**config.mk**
```make
export PLATFORM = sky130hd
export DESIGN_NAME = row_deserializer_projecting_unit
export DESIGN_NICKNAME = d
export VERILOG_FILES = /design/src/sv/rdp_pkg.sv /design/src/sv/row_deserializer_projecting_unit.sv
export SDC_FILE = /design/constraint.sdc
export NUM_CORES = 1
export LEC_CHECK = 0
export BUFFER_PORTS_ARGS = -buffer_cell sky130_fd_sc_hd__buf_2
export CORE_ASPECT_RATIO = 0.8
export CORE_MARGIN = 3
export CORE_UTILIZATION = 25
export CTS_CLUSTER_SIZE = 28
export DETAILED_ROUTE_END_ITERATION = 16
export PLACE_DENSITY = 0.41
export SLEW_MARGIN = 20
export SYNTH_ARGS = -nofsm -noshare
export SYNTH_HDL_FRONTEND = slang
export SYNTH_SLANG_ARGS = --single-unit
```
**constraint.sdc**
```tcl
create_clock -name clk -period 21.1 [get_ports clk]
set_input_delay 2.11 -clock clk [delete_from_list [all_inputs] [get_ports clk]]
set_output_delay 2.11 -clock clk [all_outputs]
set_load 0.03 [all_outputs]
```
**src/sv/rdp_pkg.sv**
```systemverilog
`timescale 1ns / 1ps

package rdp_pkg;

    // Result kinds.
    localparam logic [2:0] KIND_VALUE   = 3'd0;
    localparam logic [2:0] KIND_LENGTH  = 3'd1;
    localparam logic [2:0] KIND_BYTE    = 3'd2;
    localparam logic [2:0] KIND_OK      = 3'd3;
    localparam logic [2:0] KIND_TRUNC   = 3'd4;
    localparam logic [2:0] KIND_INVALID = 3'd5;

    // Field type codes.
    localparam logic [2:0] TYPE_INT32   = 3'd0;
    localparam logic [2:0] TYPE_INT64   = 3'd1;
    localparam logic [2:0] TYPE_FLOAT   = 3'd2;
    localparam logic [2:0] TYPE_DOUBLE  = 3'd3;
    localparam logic [2:0] TYPE_BOOL    = 3'd4;
    localparam logic [2:0] TYPE_STRING  = 3'd5;
    localparam logic [2:0] TYPE_BLOB    = 3'd6;
    localparam logic [2:0] TYPE_INVALID = 3'd7;

    // Configuration register indexes.
    localparam logic [2:0] CFG_FIELD_COUNT  = 3'd0;
    localparam logic [2:0] CFG_FIELD_TYPES  = 3'd1;
    localparam logic [2:0] CFG_PROJECT_MASK = 3'd2;
    localparam logic [2:0] CFG_COLUMN_MAP   = 3'd3;

    typedef struct packed {
        logic [7:0] data_byte;
        logic       byte_present;
        logic       end_of_blob;
    } rdp_in_t;

    typedef struct packed {
        logic [2:0]  result_kind;
        logic [3:0]  column;
        logic [63:0] value;
        logic [2:0]  field_type;
        logic        last_result;
    } rdp_out_t;

    // Bytes gathered for a fixed value, or for the length prefix of a
    // string or blob.
    function automatic logic [3:0] width_of(input logic [2:0] t);
        logic [3:0] w;
        case (t)
            TYPE_INT64:  w = 4'd8;
            TYPE_DOUBLE: w = 4'd8;
            TYPE_BOOL:   w = 4'd1;
            default:     w = 4'd4;
        endcase
        return w;
    endfunction

    function automatic logic [2:0] type_at(input logic [47:0] types, input logic [3:0] idx);
        return types[3 * idx +: 3];
    endfunction

    function automatic logic [3:0] column_at(input logic [63:0] map, input logic [3:0] idx);
        return map[4 * idx +: 4];
    endfunction

endpackage

```
**src/sv/row_deserializer_projecting_unit.sv**
```systemverilog
`timescale 1ns / 1ps

// Row deserializer with column projection. The block takes a row blob one
// byte per request and decodes it under the schema held in the configuration
// registers (field count, 3-bit type per field, projection mask and 4-bit
// output column per field). Fixed fields are gathered little-endian; string
// and blob fields carry a 4-byte little-endian length prefix, and for a
// projected one the block emits a length result followed by one result per
// body byte. The request flagged end_of_blob also yields a status result:
// row ok, truncated or invalid type; the parse state then clears for the
// next row. Bytes after the last field are ignored, and results already
// emitted for a truncated field are left for the consumer to drop. Rate:
// one input request per cycle while the receiver does not stall; the result
// register is loaded from the input register. A request yields at most two
// results; only an end request whose byte also causes a result of its own
// (a projected value, length or body byte) does so, and it holds the result
// register until the port, one result per cycle, takes both; the request
// behind it waits in the input register. The user must write configuration
// only while no row is in flight; the block itself does not enforce it.
module row_deserializer_projecting_unit
    import rdp_pkg::*;
#(
    parameter int MAX_FIELDS = 16
) (
    input  logic        clk,
    input  logic        rst_n,

    input  logic        cfg_we,
    input  logic [2:0]  cfg_index,
    input  logic [63:0] cfg_data,

    input  logic        in_valid,
    output logic        in_stall,
    input  rdp_in_t     in_item,

    output logic        out_valid,
    input  logic        out_stall,
    output rdp_out_t    out_item
);

    localparam logic [4:0] MAX_COUNT = 5'(MAX_FIELDS);

    // Configuration registers.
    logic [4:0]  field_count_reg;
    logic [47:0] field_types_reg;
    logic [15:0] project_mask_reg;
    logic [63:0] column_map_reg;

    // Parse state.
    logic [4:0]  field_index_reg,   field_index_next;
    logic [2:0]  byte_in_field_reg, byte_in_field_next;
    logic [63:0] assembly_reg,      assembly_next;
    logic [31:0] remaining_reg,     remaining_next;
    logic        body_phase_reg,    body_phase_next;

    // Input register.
    logic        a_valid_reg;
    rdp_in_t     a_item_reg;

    // Result register: up to two results, the head in slot 0.
    rdp_out_t    b0_reg, b1_reg;
    logic [1:0]  b_cnt_reg;

    logic        out_fire;
    logic        pair_free;
    logic        take;
    logic [1:0]  n_res;
    rdp_out_t    r0, r1;

    logic [4:0]  eff_count;
    logic [3:0]  idx;
    logic [2:0]  cur_type;
    logic [3:0]  cur_col;
    logic        cur_proj;
    logic [63:0] gathered;
    logic [3:0]  k_count;
    logic [2:0]  status_type;
    rdp_out_t    cons_res;
    rdp_out_t    stat_res;
    logic        cons_emit;

    assign eff_count = (field_count_reg > MAX_COUNT) ? MAX_COUNT : field_count_reg;
    assign idx       = field_index_reg[3:0];
    assign cur_type  = type_at(field_types_reg, idx);
    assign cur_col   = column_at(column_map_reg, idx);
    assign cur_proj  = project_mask_reg[idx];
    assign gathered  = assembly_reg | ({56'd0, a_item_reg.data_byte} << {byte_in_field_reg, 3'b000});
    assign k_count   = {1'b0, byte_in_field_reg} + 4'd1;

    // Decode of the request in the input register.
    always_comb
    begin
        field_index_next   = field_index_reg;
        byte_in_field_next = byte_in_field_reg;
        assembly_next      = assembly_reg;
        remaining_next     = remaining_reg;
        body_phase_next    = body_phase_reg;
        cons_emit          = 1'b0;
        cons_res           = '0;
        cons_res.column    = cur_col;
        cons_res.field_type = cur_type;

        if (a_item_reg.byte_present && (field_index_reg < eff_count))
        begin
            if (body_phase_reg)
            begin
                cons_emit           = cur_proj;
                cons_res.result_kind = KIND_BYTE;
                cons_res.value      = {56'd0, a_item_reg.data_byte};
                remaining_next      = remaining_reg - 32'd1;
                if (remaining_next == 32'd0)
                begin
                    body_phase_next  = 1'b0;
                    field_index_next = field_index_reg + 5'd1;
                end
            end
            else if (cur_type != TYPE_INVALID)
            begin
                if (k_count < width_of(cur_type))
                begin
                    byte_in_field_next = k_count[2:0];
                    assembly_next      = gathered;
                end
                else
                begin
                    byte_in_field_next = 3'd0;
                    assembly_next      = '0;
                    cons_emit          = cur_proj;
                    if (cur_type < TYPE_STRING)
                    begin
                        cons_res.result_kind = KIND_VALUE;
                        cons_res.value = (cur_type == TYPE_BOOL) ?
                                         {63'd0, (gathered != 64'd0)} : gathered;
                        field_index_next = field_index_reg + 5'd1;
                    end
                    else
                    begin
                        cons_res.result_kind = KIND_LENGTH;
                        cons_res.value = {32'd0, gathered[31:0]};
                        if (gathered[31:0] == 32'd0)
                        begin
                            field_index_next = field_index_reg + 5'd1;
                        end
                        else
                        begin
                            remaining_next  = gathered[31:0];
                            body_phase_next = 1'b1;
                        end
                    end
                end
            end
        end

        // The status looks at the state left after this request's byte.
        status_type = type_at(field_types_reg, field_index_next[3:0]);
        stat_res    = '0;
        if (field_index_next >= eff_count)
        begin
            stat_res.result_kind = KIND_OK;
        end
        else if (!body_phase_next && (status_type == TYPE_INVALID))
        begin
            stat_res.result_kind = KIND_INVALID;
        end
        else
        begin
            stat_res.result_kind = KIND_TRUNC;
        end

        r0 = '0;
        r1 = '0;
        n_res = 2'd0;
        if (cons_emit)
        begin
            r0    = cons_res;
            n_res = 2'd1;
        end
        if (a_item_reg.end_of_blob)
        begin
            if (cons_emit)
            begin
                r1 = stat_res;
            end
            else
            begin
                r0 = stat_res;
            end
            n_res = n_res + 2'd1;
            field_index_next   = '0;
            byte_in_field_next = '0;
            assembly_next      = '0;
            remaining_next     = '0;
            body_phase_next    = 1'b0;
        end

        // Mark the last result of the request.
        if (n_res == 2'd2)
        begin
            r1.last_result = 1'b1;
        end
        else if (n_res == 2'd1)
        begin
            r0.last_result = 1'b1;
        end
    end

    assign out_valid = (b_cnt_reg != 2'd0);
    assign out_item  = b0_reg;
    assign out_fire  = out_valid && !out_stall;
    assign pair_free = (b_cnt_reg == 2'd0) || ((b_cnt_reg == 2'd1) && out_fire);
    assign take      = a_valid_reg && ((n_res == 2'd0) || pair_free);
    assign in_stall  = a_valid_reg && !take;

    // Configuration writes.
    always_ff @(posedge clk or negedge rst_n)
    begin
        if (!rst_n)
        begin
            field_count_reg  <= '0;
            field_types_reg  <= '0;
            project_mask_reg <= '0;
            column_map_reg   <= '0;
        end
        else if (cfg_we)
        begin
            case (cfg_index)
                CFG_FIELD_COUNT:  field_count_reg  <= cfg_data[4:0];
                CFG_FIELD_TYPES:  field_types_reg  <= cfg_data[47:0];
                CFG_PROJECT_MASK: project_mask_reg <= cfg_data[15:0];
                CFG_COLUMN_MAP:   column_map_reg   <= cfg_data;
                default:          ;
            endcase
        end
    end

    // Parse state advances when the request in the input register is taken.
    always_ff @(posedge clk or negedge rst_n)
    begin
        if (!rst_n)
        begin
            field_index_reg   <= '0;
            byte_in_field_reg <= '0;
            assembly_reg      <= '0;
            remaining_reg     <= '0;
            body_phase_reg    <= 1'b0;
        end
        else if (take)
        begin
            field_index_reg   <= field_index_next;
            byte_in_field_reg <= byte_in_field_next;
            assembly_reg      <= assembly_next;
            remaining_reg     <= remaining_next;
            body_phase_reg    <= body_phase_next;
        end
    end

    // Input register control.
    always_ff @(posedge clk or negedge rst_n)
    begin
        if (!rst_n)
        begin
            a_valid_reg <= 1'b0;
        end
        else if (in_valid && !in_stall)
        begin
            a_valid_reg <= 1'b1;
        end
        else if (take)
        begin
            a_valid_reg <= 1'b0;
        end
    end

    always_ff @(posedge clk)
    begin
        if (in_valid && !in_stall)
        begin
            a_item_reg <= in_item;
        end
    end

    // Result register control.
    always_ff @(posedge clk or negedge rst_n)
    begin
        if (!rst_n)
        begin
            b_cnt_reg <= '0;
        end
        else if (take && (n_res != 2'd0))
        begin
            b_cnt_reg <= n_res;
        end
        else if (out_fire)
        begin
            b_cnt_reg <= b_cnt_reg - 2'd1;
        end
    end

    always_ff @(posedge clk)
    begin
        if (take && (n_res != 2'd0))
        begin
            b0_reg <= r0;
            b1_reg <= r1;
        end
        else if (out_fire)
        begin
            b0_reg <= b1_reg;
        end
    end

    // A status result always closes its request.
    a_status_last: assert property (@(posedge clk) disable iff (!rst_n)
        (out_valid && (out_item.result_kind >= KIND_OK)) |-> out_item.last_result)
        else $error("status result without last_result");

    // With two results held, only the second one closes the request.
    a_pair_last: assert property (@(posedge clk) disable iff (!rst_n)
        (b_cnt_reg == 2'd2) |-> (!b0_reg.last_result && b1_reg.last_result))
        else $error("result pair has wrong last_result marking");

    // A body in progress always has bytes left to come.
    a_body_left: assert property (@(posedge clk) disable iff (!rst_n)
        body_phase_reg |-> (remaining_reg != 32'd0))
        else $error("body phase with no bytes remaining");

    // The result register never holds more than two results.
    a_cnt_range: assert property (@(posedge clk) disable iff (!rst_n)
        b_cnt_reg != 2'd3)
        else $error("result count out of range");

endmodule

```
# After elaboration in Yosys (flattened, before gate mapping)
# Cells that the tools add are included.
dict set report op_classes {
  shifts 4
  order_cmp 6
  n_eq_ne 15
  multipliers 2
  mux 71
  add_sub_neg 5
  n_reduce_logical 35
  n_bitwise 1
}
# operator count
set ops {}
lappend ops {{64-bit 2-to-1 mux} 11}
lappend ops {{75-bit 2-to-1 mux} 5}
lappend ops {{32-bit 2-to-1 mux} 7}
lappend ops {{48-bit by 7-bit variable part select with 3-bit output} 2}
lappend ops {{32-bit zero test} 2}
lappend ops {{64-bit bitwise OR} 1}
lappend ops {{64-bit nonzero test} 1}
lappend ops {{64-bit by 7-bit variable part select with 4-bit output} 1}
lappend ops {{8-bit by 6-bit << shifter with 64-bit output} 1}
lappend ops {{5-bit 2-to-1 mux} 9}
lappend ops {{32-bit by 1-bit subtractor with 32-bit output (second input constant)} 1}
lappend ops {{1-bit 2-to-1 mux} 23}
lappend ops {{3-bit 2-to-1 mux} 6}
lappend ops {{2-bit by 4-bit multiplier with 6-bit output (first input constant)} 2}
lappend ops {{4-bit 2-to-1 mux} 3}
lappend ops {{3-bit inequality test (second input constant)} 4}
lappend ops {{2-bit nonzero test} 6}
lappend ops {{2-bit 2-to-1 mux} 5}
lappend ops {{2-bit AND reduction} 5}
lappend ops {{3-bit by 2-bit equality test with 1-bit output (second input constant)} 3}
lappend ops {{1-bit logical AND} 8}
lappend ops {{4-bit one-hot mux with 2 select lines} 1}
lappend ops {{3-bit by 1-bit equality test with 1-bit output (second input constant)} 2}
lappend ops {{3-bit equality test (second input constant)} 2}
lappend ops {{22 further kinds} 28}
dict set report totals {
  wordCells 163
  output_inout_bits 77
  register_bits 401
}

# Logic depth before layout (Yosys ltp)
dict set report logic_depth {
  word_depth 24
  mapped_depth 25
  depth_no_buf 23
}

# Least setup slack after synthesis
# No wires, ideal clock.
dict set report synth_path {
  path_type {input-to-reg}
  start {input out_stall}
  end {register b0_reg (netlist bit out_item[0]), enable pin}
  path_slack_ns 13.114
  setup_time_ns 0.612
  arrival_ns 7.374
  t_required_ns 20.488
  cell_stages 1
  path_cell_list {o21ai_0}
}
dict set report synth_via {
  elab_chain_len 8
}
# element line
set synth_rtl {}
lappend synth_rtl {{start: declaration} row_deserializer_projecting_unit.sv:37} ;# input logic out_stall,
lappend synth_rtl {{1-bit zero test (*)} row_deserializer_projecting_unit.sv:209} ;# assign out_fire = out_valid && !out_stall;
lappend synth_rtl {{1-bit logical AND (*)} row_deserializer_projecting_unit.sv:209}
lappend synth_rtl {{1-bit logical AND} row_deserializer_projecting_unit.sv:210} ;# assign pair_free = (b_cnt_reg == 2'd0) || ((b_cnt_reg == 2'd1) && out_fire);
lappend synth_rtl {{1-bit logical OR} row_deserializer_projecting_unit.sv:210}
lappend synth_rtl {{1-bit logical OR} row_deserializer_projecting_unit.sv:211} ;# assign take = a_valid_reg && ((n_res == 2'd0) || pair_free);
lappend synth_rtl {{1-bit logical AND} row_deserializer_projecting_unit.sv:211}
lappend synth_rtl {{1-bit logical AND} row_deserializer_projecting_unit.sv:301} ;# if (take && (n_res != 2'd0))
lappend synth_rtl {{2-bit nonzero test (no line) (*)} -}
lappend synth_rtl {{end signal: assignment} row_deserializer_projecting_unit.sv:303} ;# b0_reg <= r0;
lappend synth_rtl {{end signal: assignment} row_deserializer_projecting_unit.sv:308} ;# b0_reg <= b1_reg;
lappend synth_rtl {{end: declaration} row_deserializer_projecting_unit.sv:61} ;# rdp_out_t b0_reg, b1_reg;
# Mark *: on every way between the ends. The rest lies on a longest branch, timed or not.
# A chain may end at the register's enable or synchronous reset.

# Worst setup path after layout
dict set report layout_path {
  start {register field_index_reg[0]}
  end {output in_stall}
}
dict set report layout_via {
  elab_chain_len 21
}
# element line
set layout_rtl {}
lappend layout_rtl {{start: declaration} row_deserializer_projecting_unit.sv:50} ;# logic [4:0] field_index_reg, field_index_next;
lappend layout_rtl {{start signal: assignment} row_deserializer_projecting_unit.sv:249} ;# field_index_reg <= field_index_next;
lappend layout_rtl {{2-bit by 4-bit multiplier with 6-bit output} rdp_pkg.sv:57} ;# return types[3 * idx +: 3];
lappend layout_rtl {{48-bit by 7-bit variable part select with 3-bit output} rdp_pkg.sv:57}
lappend layout_rtl {{3-bit by 2-bit equality test with 1-bit output or 3-bit by 1-bit equality test with 1-bit output (tied branches)} rdp_pkg.sv:47} ;# case (t)
lappend layout_rtl {{2-bit OR reduction (no line)} -}
lappend layout_rtl {{4-bit one-hot mux with 2 select lines} rdp_pkg.sv:47}
lappend layout_rtl {{4-bit 2-to-1 mux} row_deserializer_projecting_unit.sv:117} ;# else if (cur_type != TYPE_INVALID)
lappend layout_rtl {{4-bit 2-to-1 mux} row_deserializer_projecting_unit.sv:105} ;# if (body_phase_reg)
lappend layout_rtl {{4-bit 2-to-1 mux} row_deserializer_projecting_unit.sv:103} ;# if (a_item_reg.byte_present && (field_index_reg < eff_count))
lappend layout_rtl {{[... 5 more ...]} -}
lappend layout_rtl {{1-bit 2-to-1 mux (*)} row_deserializer_projecting_unit.sv:173} ;# if (cons_emit)
lappend layout_rtl {{2-bit by 1-bit adder with 2-bit output} row_deserializer_projecting_unit.sv:188} ;# n_res = n_res + 2'd1;
lappend layout_rtl {{2-bit 2-to-1 mux (*)} row_deserializer_projecting_unit.sv:178} ;# if (a_item_reg.end_of_blob)
lappend layout_rtl {{2-bit zero test (*)} row_deserializer_projecting_unit.sv:211}
lappend layout_rtl {{1-bit logical OR (*)} row_deserializer_projecting_unit.sv:211}
lappend layout_rtl {{1-bit logical AND (*)} row_deserializer_projecting_unit.sv:211}
lappend layout_rtl {{1-bit zero test (*)} row_deserializer_projecting_unit.sv:212} ;# assign in_stall = a_valid_reg && !take;
lappend layout_rtl {{1-bit logical AND (*)} row_deserializer_projecting_unit.sv:212}
lappend layout_rtl {{end: declaration} row_deserializer_projecting_unit.sv:33} ;# output logic in_stall,
# Mark *: on every way between the ends. The rest lies on a longest branch, timed or not. The select of a mux whose other input is x is not followed.

==> impl_metrics.env <==
export IMPL_drive_gt1_share_pct=26.5
export IMPL_ios=159
export IMPL_largest_reg_flops=75
export IMPL_ctsResizeCount=0
export IMPL_viasPerCell=4.99
export IMPL_hold_slack_ns=0.495
export IMPL_finalWorstSetupSlack_ns=13.80
export IMPL_ys_ff_latch=330
export IMPL_grtUsageMet2_pct=22.5
export IMPL_crit_required_ns=18.99
export IMPL_status="complete, no violations"
export IMPL_max_slew_margin_pct=31.7
export IMPL_gp_congestion=0.886
export IMPL_power_frac_seq_pct=36.6
export IMPL_die_area_um2=67500
export IMPL_wl_per_cell_um=20.9
export IMPL_htreeDepth=2
export IMPL_ys_warn_count=0
export IMPL_hold_path_class="reg2reg"
export IMPL_cellLeakagePower_nw=7.76
export IMPL_final_nets=1688
export IMPL_cp_end_kind="output port"
export IMPL_drc_errors=0
export IMPL_power_frac_comb_pct=35.9
export IMPL_syn_to_final_growth_pct=19.0
export IMPL_clock_power_share_pct=27.6
export IMPL_core_um2=63200
export IMPL_grt_pass1_vias=12310
export IMPL_syn_inst=1459
export IMPL_seq_area_um2=8710
export IMPL_die_w_um=290
export IMPL_clkTransAtPathRegs_ns=0.06
export IMPL_antenna_found_initial=1
export IMPL_cp_start_kind="flip-flop"
export IMPL_switching_share_pct=40.0
export IMPL_cts_hold_buf=0
export IMPL_drv_cap=0
export IMPL_multiInputGateArea_um2=7000
export IMPL_cts_tree="built"
export IMPL_rsz0062_at_grt="no"
export IMPL_dp_hpwl_um=35900
export IMPL_irDropWorstVdd_mv=0.0519
export IMPL_synth_avg_cell_area_um2=11.0
export IMPL_cts_buffer_depth=3
export IMPL_powerDensity_nw_per_um2=138
export IMPL_nFillCells=6618
export IMPL_max_slew_worst_pin_slew_ns=1.02
export IMPL_worstPathMaxFanout=41
export IMPL_min_period_ns=7.30
export IMPL_crit_type="reg2out"
export IMPL_port_buffer_count=158
export IMPL_cts_sinks=330
export IMPL_die_h_um=233
export IMPL_fmax_mhz=137
export IMPL_drtPass1Iterations=5
export IMPL_hold_viol=0
export IMPL_vias=12264
export IMPL_switching_power_mw=1.06
export IMPL_initial_core_util_pct=25.5
export IMPL_syn_num_nets=1561
export IMPL_grt_max_degree=111
export IMPL_maxSlewViolCount=0
export IMPL_synthArstFlopShare_pct=73.0
export IMPL_synth_cell_types=70
export IMPL_clock_latency_ns=0.58
export IMPL_drtIter0Drc=778
export IMPL_cts_root_buf="clkbuf_16"
export IMPL_pre_cts_ws_ns=14.13
export IMPL_numCtsBuffers=41
export IMPL_synth_cell_area_um2=16100
export IMPL_fin_crit_sh_pct=34.6
export IMPL_drt_total_wl_um=51300
export IMPL_finClkSkew_ns=0.0261
export IMPL_grtUsageMet3_pct=2.79
export IMPL_grt_pass1_wl_um=78300
export IMPL_overflow=0
export IMPL_synth_ff_type="dfrtp_1"
export IMPL_final_antenna_net_count=0
export IMPL_synth_seq_area_share_pct=54.0
export IMPL_arrival_ns=5.19
export IMPL_track_usage_pct=15.2
export IMPL_grt_busiest_layer="met1"
export IMPL_finalSetupTns_ns=0
export IMPL_setup_viol=0
export IMPL_grt_util_met1_pct=22.7
export IMPL_synth_edf_count=89
export IMPL_internal_power_mw=1.59
export IMPL_post_cts_buffers=0
export IMPL_num_rows=82
-- logic make-up (layout without fill, tap and decap cells) --
logic type / Yosys count / in the layout / synth area share (%)
mux: 190 / 190 / 15.4
buf+inv: 115 / 274 / 2.80
simple gates: 453 / 453 / 13.4
fa+ha+maj: 20 / 20 / 1.55
xor+xnor: 10 / 10 / 0.544
other cells: 0 / 1 / 0
compound gates: 341 / 341 / 12.2
flops: 330 / 330 / 54.0
-- path summary, 6_finish.rpt --
kind	startpoint	slack (ns)	end	depth (start not counted)
hold / removal	assembly_reg[56]	0.50	assembly_reg[56]	2
max in group asynchronous	rst_n	17.87	assembly_reg[50]	2
min in group asynchronous	rst_n	1.62	column_map_reg[62]	1
setup reg to reg	field_index_reg[0]	14.22	out_item[56]	20
hold reg to reg	assembly_reg[56]	0.50	assembly_reg[56]	2
setup / recovery	field_index_reg[0]	13.80	in_stall	16
-- final cells by class --
type                    instances  share of cell area (%)
flip-flops and latches        330                    45.4
multi-input cells            1014                    36.5
clock buffers                  56                    5.86
well taps                     840                    5.48
repair buffers                177                    4.94
clock inverters                19                    1.34
inverters                      22                   0.431
diodes                          1                  0.0131
-- synthesized netlist by cell type, drive strengths merged, types with 4 or more instances --
library cell,count,share of area (%)
dfrtp,241,37
nor2,191,4.5
mux2,137,9.6
a21oi,131,4.1
o21ai,119,3.7
nand2,93,2.2
edfxtp,89,17
clkbuf,75,1.7
mux4,33,4.6
nor2b,26,1.0
nand3,25,0.81
ha,20,1.6
mux2i,20,1.2
nor3,20,0.62
a31oi,19,0.74
inv,19,0.44
buf,18,0.54
nor4,16,0.66
a2111oi,13,0.71
and2,12,0.47
nand4,12,0.47
nand2b,8,0.31
or2,8,0.31
or3,8,0.31
or4,8,0.42
xnor2,7,0.38
a211oi,6,0.28
a22oi,5,0.23
nor4b,5,0.27
nor4bb,5,0.31
o31ai,5,0.23
a21o,4,0.19
a221oi,4,0.22
and4,4,0.22
o2111ai,4,0.22
o211ai,4,0.19
o221ai,4,0.22
-- cells in the final DEF, fill, tap and decap left out, types with 8 or more instances in the layout --
cell | Yosys | routed
a31oi_1 | 19 | 19
nand2b_1 | 8 | 8
mux2_2 | 137 | 137
clkbuf_1 | 75 | 11
a21oi_1 | 131 | 131
nand3_1 | 24 | 24
nand4_1 | 12 | 12
o21ai_0 | 118 | 117
nor2_1 | 191 | 190
inv_1 | 19 | 19
nor2b_1 | 26 | 26
nor3_1 | 20 | 20
buf_2 | 7 | 157
ha_1 | 20 | 20
and2_1 | 12 | 12
edfxtp_1 | 89 | 89
mux4_2 | 33 | 33
nor4_1 | 15 | 15
a2111oi_0 | 13 | 13
buf_4 | 1 | 18
dfrtp_1 | 241 | 239
nand2_1 | 93 | 93
clkbuf_16 | 0 | 41
mux2i_1 | 20 | 20
-- stage by stage --
step	area, um^2	power [mW]	utilization (%)	std cells
2_1_floorplan	16100	1.60	-	1459
3_3_place_gp	17800	1.93	28.1	2382
3_5_place_dp	17800	1.93	28.1	2382
4_1_cts	19200	2.68	30.3	2457
5_1_grt	19200	2.81	30.3	2458
6_report	19200	2.65	30.3	2459
-- metal layers --
metal  up-vias  part of all wire (%)
li1       5635                     -
met5         -                     0
met2       295                    44
met4         0                   2.0
met3        60                   5.0
met1      6274                    49
-- critical path, cell delays in order, from the launching register on --
cell and delay (ns):
dfrtp_4 0.59, buf_4 0.63, mux4_2 0.60, nand3_1 0.11
nand4_1 0.36, nand2_1 0.19, nand2_1 0.07, ha_1 0.27
o21a_1 0.13, nor2_1 0.04, a41oi_1 0.36, o21a_1 0.21
o21ai_1 0.09, ha_1 0.26, a211oi_1 0.22, and2_1 0.20
buf_2 0.24
-- power by group through the flow --
stage	Combinational (mW)	Clock [mW]	Sequential [mW]
3_5_place_dp	0.949	0	0.979
6_report	0.950	0.730	0.969
5_1_grt	1.05	0.778	0.990
3_3_place_gp	0.948	0	0.980
2_1_floorplan	0.576	0	1.03
4_1_cts	0.954	0.755	0.970
(Power assumes the default switching activity.)
